### src/rtl/core/dmac_pkg.sv
// Shared constants, codes, controller/datapath command and status types
// for the dual moving average crossover block. No dependencies.
`default_nettype none
package dmac_pkg;
    localparam int MAX_WINDOW = 128;
    localparam int PRICE_W    = 32;
    localparam int WIN_REG_W  = 8;
    localparam int WIN_W      = $clog2(MAX_WINDOW + 1);
    localparam int ADDR_W     = $clog2(MAX_WINDOW);
    localparam int SUM_W      = 39;
    localparam int KIND_W     = 2;
    localparam int CFG_IDX_W  = 8;
    localparam int DIV_N_W    = 64;
    localparam int DIV_D_W    = 33;
    localparam int DIV_Q_W    = 32;
    localparam int DIV_CNT_W  = $clog2(DIV_Q_W + 1);
    localparam int LVL_W      = 34;

    localparam logic [KIND_W-1:0] CROSS_NONE = 2'd0;
    localparam logic [KIND_W-1:0] CROSS_UP   = 2'd1;
    localparam logic [KIND_W-1:0] CROSS_DOWN = 2'd2;

    localparam logic [CFG_IDX_W-1:0] REG_SHORT_WINDOW = 8'd0;
    localparam logic [CFG_IDX_W-1:0] REG_LONG_WINDOW  = 8'd1;

    typedef enum logic [3:0] {
        ST_IDLE, ST_RD_S, ST_RD_L, ST_SUMS, ST_DIV_S, ST_WAIT_S, ST_DIV_L,
        ST_WAIT_L, ST_CROSS, ST_PROD, ST_DIV_X, ST_WAIT_X, ST_COMMIT
    } t_state;

    typedef enum logic [1:0] {DIV_SHORT, DIV_LONG, DIV_CROSS} t_div_sel;

    typedef struct packed {
        logic     load_in;
        logic     rd_short;
        logic     rd_long;
        logic     upd_sums;
        logic     div_start;
        t_div_sel div_sel;
        logic     take_quot;
        logic     cross_calc;
        logic     prod_calc;
        logic     commit;
    } t_dp_cmd;

    typedef struct packed {
        logic need_s;
        logic need_l;
        logic need_x;
        logic div_done;
        logic out_free;
    } t_dp_status;
endpackage
`default_nettype wire

### src/rtl/core/dmac_ctrl.sv
// Sequencer of the crossover block: reads, sum update, cross and multiply
// steps, three optional divisions and commit. Depends on dmac_pkg.
`default_nettype none
module dmac_ctrl (
    input  wire logic                 i_clk,
    input  wire logic                 i_rst_n,
    input  wire logic                 i_in_valid,
    output logic                      o_in_ready,
    input  wire dmac_pkg::t_dp_status i_status,
    output dmac_pkg::t_dp_cmd         o_cmd
);
    import dmac_pkg::*;

    t_state r_state;
    t_state n_state;

    always_ff @(posedge i_clk) begin
        if (!i_rst_n) begin
            r_state <= ST_IDLE;
        end else begin
            r_state <= n_state;
        end
    end

    always_comb begin
        n_state    = r_state;
        o_cmd      = '0;
        o_in_ready = 1'b0;
        unique case (r_state)
            ST_IDLE: begin
                o_in_ready = 1'b1;
                if (i_in_valid) begin
                    o_cmd.load_in = 1'b1;
                    n_state       = ST_RD_S;
                end
            end
            ST_RD_S: begin
                o_cmd.rd_short = 1'b1;
                n_state        = ST_RD_L;
            end
            ST_RD_L: begin
                o_cmd.rd_long = 1'b1;
                n_state       = ST_SUMS;
            end
            ST_SUMS: begin
                o_cmd.upd_sums = 1'b1;
                n_state        = ST_DIV_S;
            end
            ST_DIV_S: begin
                o_cmd.div_sel = DIV_SHORT;
                if (i_status.need_s) begin
                    o_cmd.div_start = 1'b1;
                    n_state         = ST_WAIT_S;
                end else begin
                    n_state = ST_DIV_L;
                end
            end
            ST_WAIT_S: begin
                o_cmd.div_sel = DIV_SHORT;
                if (i_status.div_done) begin
                    o_cmd.take_quot = 1'b1;
                    n_state         = ST_DIV_L;
                end
            end
            ST_DIV_L: begin
                o_cmd.div_sel = DIV_LONG;
                if (i_status.need_l) begin
                    o_cmd.div_start = 1'b1;
                    n_state         = ST_WAIT_L;
                end else begin
                    n_state = ST_CROSS;
                end
            end
            ST_WAIT_L: begin
                o_cmd.div_sel = DIV_LONG;
                if (i_status.div_done) begin
                    o_cmd.take_quot = 1'b1;
                    n_state         = ST_CROSS;
                end
            end
            ST_CROSS: begin
                o_cmd.cross_calc = 1'b1;
                n_state          = ST_PROD;
            end
            ST_PROD: begin
                o_cmd.prod_calc = 1'b1;
                n_state         = ST_DIV_X;
            end
            ST_DIV_X: begin
                o_cmd.div_sel = DIV_CROSS;
                if (i_status.need_x) begin
                    o_cmd.div_start = 1'b1;
                    n_state         = ST_WAIT_X;
                end else begin
                    n_state = ST_COMMIT;
                end
            end
            ST_WAIT_X: begin
                o_cmd.div_sel = DIV_CROSS;
                if (i_status.div_done) begin
                    o_cmd.take_quot = 1'b1;
                    n_state         = ST_COMMIT;
                end
            end
            ST_COMMIT: begin
                // hold until the output register is free
                if (i_status.out_free) begin
                    o_cmd.commit = 1'b1;
                    n_state      = ST_IDLE;
                end
            end
            default: n_state = ST_IDLE;
        endcase
    end
endmodule
`default_nettype wire

### config.mk
export PLATFORM = sky130hd
export DESIGN_NAME = dmac_ctrl
export DESIGN_NICKNAME = d
export VERILOG_FILES = /design/src/rtl/core/dmac_pkg.sv /design/src/rtl/core/dmac_ctrl.sv
export SDC_FILE = /design/constraint.sdc
export NUM_CORES = 1
export LEC_CHECK = 0
export ABC_AREA = 0
export ABC_CLOCK_PERIOD_IN_PS = 1400
export BUFFER_PORTS_ARGS = -buffer_cell sky130_fd_sc_hd__buf_2
export CAP_MARGIN = 0
export CORE_AREA = 2 2 39 41
export CTS_CLUSTER_SIZE = 30
export DETAILED_ROUTE_END_ITERATION = 12
export DIE_AREA = 0 0 41 43
export GPL_ROUTABILITY_DRIVEN = 0
export PLACE_DENSITY = 0.71
export SYNTH_ARGS = -nofsm -noshare
export SYNTH_HDL_FRONTEND = slang
export SYNTH_SLANG_ARGS = --single-unit
### constraint.sdc
create_clock -name i_clk -period 1.4 [get_ports i_clk]
set_clock_uncertainty 0.05 [all_clocks]
set_input_delay 0.42 -clock i_clk [delete_from_list [all_inputs] [get_ports i_clk]]
set_output_delay 0.42 -clock i_clk [all_outputs]
set_load 0.005 [all_outputs]
# After elaboration in Yosys (flattened, before gate mapping)
# Cells that the tools add are included.
# word_totals
inputBits	8
register_bits	4
out_inout_bits	12
elab_cells	49
# classes
eq_ne	17
mux	26
n_reduce_logical	5
# op_table
operator	n
case mux 4 bit (13 select lines)	1
2-to-1 mux 4 bit	6
== test 4 bit (second input constant)	5
== test 4 x 3 -> 1 bit (second input constant)	4
2-to-1 mux 1 bit	15
inequality test 2 bit (second input constant)	5
== test 4 x 2 -> 1 bit (second input constant)	2
AND reduction 5 bit	1
== test 4 x 1 -> 1 bit (second input constant)	1
logical NOT 4 bit	1
case mux 2 bit (2 select lines)	1
OR reduction 2 bit	2
2-to-1 mux 3 bit	1
case mux 1 bit (3 select lines)	1
OR reduction 3 bit	1
2-to-1 mux 2 bit	1

# Longest topological paths before layout
# depth
depth_word	3
mapped_depth	6
mapped_depth_nobuf	5

# Worst setup path before layout
# OpenSTA, ideal clock, no wires.
# synth_timing
path_type	reg2out
start	register r_state[2]
end	output port o_cmd[6] (netlist bit)
path_stages_with_launch	5
arrival_ns	1.022
n_path_buf	0
t_required_ns	0.930
setup_slack_ns	-0.092
cell_sequence	dfxtp_1 > nand2b_1 > or2_1 > a21oi_1 > a31o_1
# synth_rtl
item	line_no	text
start: declaration	dmac_ctrl.sv:14	t_state r_state;
start signal: assignment	dmac_ctrl.sv:21	r_state <= n_state;
end: declaration	dmac_ctrl.sv:10	output dmac_pkg::t_dp_cmd o_cmd

==> results.py <==
metrics = {
    "yosys": {
        "synth-compound-area-share_pct": 27.6,
        "postSynthAreaPerCell_um2": 7.30,
        "synthAdderAreaFrac_pct": 0,
        "yosysSeqAreaShare_pct": 18.6,
        "synthXorXnorAreaFrac_pct": 0,
        "yosys-mux-area-fraction_pct": 2.33,
        "synth_area_um2": 430,
        "synth-simple-area-share_pct": 42.7,
        "synth_cells": 59,
        "yosysUniqueCellTypes": 29,
        "synth_warnings": 0,
        "synth_top_family_by_area": "simple AND/OR/NAND/NOR gates",
        "syn_nets": 67,
        "ys_ff_latch": 4,
    },
    "worst_setup_path": {
        "crit_type": "reg -> out",
        "crit_slowest_cell": "dfxtp_4",
        "worstPathArrival_ns": 1.41,
        "cpPeakStageDelay_ns": 0.35,
        "required_ns": 0.93,
        "crit_path_end_kind": "output pin",
        "r2r-start": "r_state[2]",
        "r2r_slack_ns": -0.29,
        "r2r-end": "r_state[2]",
        "worst_r2r_path_depth": 8,
        "crit_fanout": 5,
        "path_cells": "nand2b_4 -> or2_4 -> a21oi_2 -> a31o_1 -> buf_2",
        "cp-start-kind": "register",
        "crit_path_end": "o_cmd[6]",
        "startpoint": "r_state[2]",
    },
    "placement": {
        "dpl.hpwl_um": 1040,
        "port_buffers": 19,
        "pre_cts_ws_ns": -0.183,
    },
    "detailed_routing": {
        "post_drt_via_cell_ratio": 5.56,
        "drc": 0,
        "detail-route-antenna-nets": 0,
        "vias": 684,
        "first_iter_violations": 7,
        "routed_wl_um": 2220,
        "drtPass1Iterations": 4,
        "wire_per_inst_um": 18.1,
    },
    "die": {
        "core_area_mm2": 0.00138,
        "fp-row-count": 14,
        "fp.dieArea_mm2": 0.00176,
        "die_h_um": 43,
        "io_pins": 20,
        "die_x_um": 41,
        "start_util_pct": 31.1,
    },
    "sta": {
        "slew_violations": 0,
        "period_share_pct": 134,
        "max_freq_ghz": 0.533,
        "max-slew-margin-rel_pct": 70.9,
        "finalWorstPathRequiredPeriod_ns": 1.88,
        "finalSetupViolations": 16,
        "worst_pin_slew_ns": 0.433,
        "setup_slack_ns": -0.477,
        "finalHoldViolations": 0,
        "rsz0062_at_grt": "yes",
    },
    "global_route": {
        "grt_use_met3_pct": 6.81,
        "antenna_found_initial": 0,
        "gr-usage-met2_pct": 32.8,
        "grt_use_total_pct": 20.1,
        "grt_pass1_vias": 589,
        "grt_pass1_wl_um": 2400,
        "grt.overflow.total": 0,
        "use_met1_pct": 21.9,
        "busiest_layer": "met2",
        "grt_max_degree": 9,
    },
    "power": {
        "p_sw_share_pct": 34.8,
        "peakVddDrop_mv": 0.498,
        "clock_power_share_pct": 25.2,
        "p_sw_uw": 194,
        "p_total_uw": 557,
        "combPwrFrac_pct": 47.9,
        "p_int_uw": 363,
        "seq_power_share_pct": 26.9,
        "p_per_area_mw_per_mm2": 560,
        "leakagePower_uw": 0.000486,
    },
    "clocking": {
        "cts.sinks": 4,
        "root_buffer": "clkbuf_4",
        "ctsHoldBuffers": 0,
        "cts_buffer_depth": 2,
        "clkLatencyLatePin_ns": 0.23,
        "clkTransAtPathRegs_ns": 0.04,
        "htree_levels": 1,
        "cts_tree": "yes",
        "cts_buffers": 3,
    },
    "finish": {
        "area_growth_pct": 131,
        "fillers": 95,
        "largest_register_ffs": 4,
        "final_common_cell": "buf_4",
        "fin_util_pct": 71.8,
        "reg.largest.list": "r_state (4)",
        "nets": 117,
        "largest_register": "r_state",
        "mostFrequentLayoutCells": "22 x buf_4, 17 x buf_2, 8 x buf_6",
        "antennaDiodeCount": 0,
        "drive_gt1_share_pct": 78.5,
    },
    "run_status": {
        "outcome": "finished, violations left",
        "violations": "setup timing",
    },
    "run": {
        "maxCapViolCount": 0,
    },
    "worst_hold_path": {
        "hold_path_class": "in -> reg",
    },
}
==> synth_stat cells <==
master    n  area (um2)
a21oi_1   5        25.0
dfxtp_1   4        80.1
nand2_1   4        15.0
nand2b_1  4        25.0
nor2_1    4        15.0
nor3_1    4        20.0
buf_2     3        15.0
inv_1     3        11.3
nor2b_1   3        18.8
o21ai_1   3        15.0
and2_1    2        12.5
and3_1    2        12.5
o32ai_1   2        17.5
a211oi_4  1        20.0
a21boi_0  1        7.51
a31o_1    1        8.76
a32o_1    1        10.0
and3b_1   1        8.76
buf_4     1        7.51
inv_2     1        3.75
mux2i_1   1        10.0
nand2b_2  1        8.76
nand3_1   1        5.00
nand3b_4  1        20.0
nor4_1    1        6.26
nor4bb_1  1        10.0
o21a_1    1        7.51
o31ai_1   1        7.51
or2_1     1        6.26
==> critical path: cells and delay by family, from the launching register on <==
| family | cells | cell delay, ns |
|---|---|---|
| AND/OR/NAND/NOR | 2 | 0.39 |
| flip-flops | 1 | 0.35 |
| AO/OA/AOI/OAI | 2 | 0.32 |
| buffers and inverters | 1 | 0.11 |
==> logic make-up (layout without fill, tap and decap cells) <==
logic type,after synthesis,after routing
simple gates,30,30
compound gates,16,16
buf+inv,8,56
flops,4,4
mux,1,1
==> power by group through the flow <==
| stage | Sequential [uW] | Clock [uW] | Combinational [uW] |
|---|---|---|---|
| finish | 150 | 140 | 266 |
| global route | 149 | 161 | 282 |
| CTS | 146 | 148 | 197 |
| detailed placement | 143 | 0 | 157 |
| global placement | 143 | 0 | 155 |
| floorplan | 126 | 0 | 92.4 |
==> layout make-up <==
| type | instances | area [um2] | area share (%) |
|---|---|---|---|
| Clock buffer | 3 | 22.5 | 2.27 |
| Timing Repair Buffer | 49 | 375 | 37.8 |
| Multi-Input combinational cell | 47 | 460 | 46.3 |
| Sequential cell | 4 | 95.1 | 9.57 |
| Inverter | 4 | 20.0 | 2.02 |
| Tap cell | 16 | 20.0 | 2.02 |
==> what timing repair did <==
| action | in CTS | in global routing |
|---|---|---|
| resized for setup | 24 | 24 |
| setup buffers | 5 | 10 |
| endpoints found under the hold margin | 0 | 0 |
| pin swaps | 5 | 9 |
| endpoints found under the setup margin | 16 | 16 |
==> worst min path at each step <==
| stage | from | endpoint | slack [ns] | cells past startpoint |
|---|---|---|---|---|
| floorplan | i_rst_n | r_state[3] | 0.49 | 1 |
| global placement | r_state[2] | r_state[2] | 0.62 | 3 |
| detailed placement | r_state[2] | r_state[2] | 0.64 | 3 |
| CTS | i_rst_n | r_state[3] | 0.40 | 2 |
| global route | i_rst_n | r_state[3] | 0.40 | 2 |
| finish | i_rst_n | r_state[3] | 0.40 | 2 |
==> layer usage <==
| metal | vias to the layer above | wire, um | share of wire [%] |
|---|---|---|---|
| met5 | - | 0 | 0 |
| met4 | 0 | 129 | 5.8 |
| li1 | 309 | - | - |
| met2 | 34 | 1170 | 53 |
| met3 | 14 | 104 | 4.7 |
| met1 | 327 | 821 | 37 |
==> stage by stage <==
| step | instance area, um2 | setup TNS (ns) | hold slack [ns] | cells |
|---|---|---|---|---|
| finish | 993 | -3.81 | 0.399 | 123 |
| global route | 993 | -4.50 | 0.397 | 123 |
| floorplan | 459 | -0.00382 | 0.488 | 59 |
| CTS | 815 | -2.43 | 0.395 | 115 |
| global placement | 681 | -0.651 | 0.625 | 108 |
| detailed placement | 681 | -0.759 | 0.640 | 108 |
No activity file was read; power rests on OpenSTA's default activity.
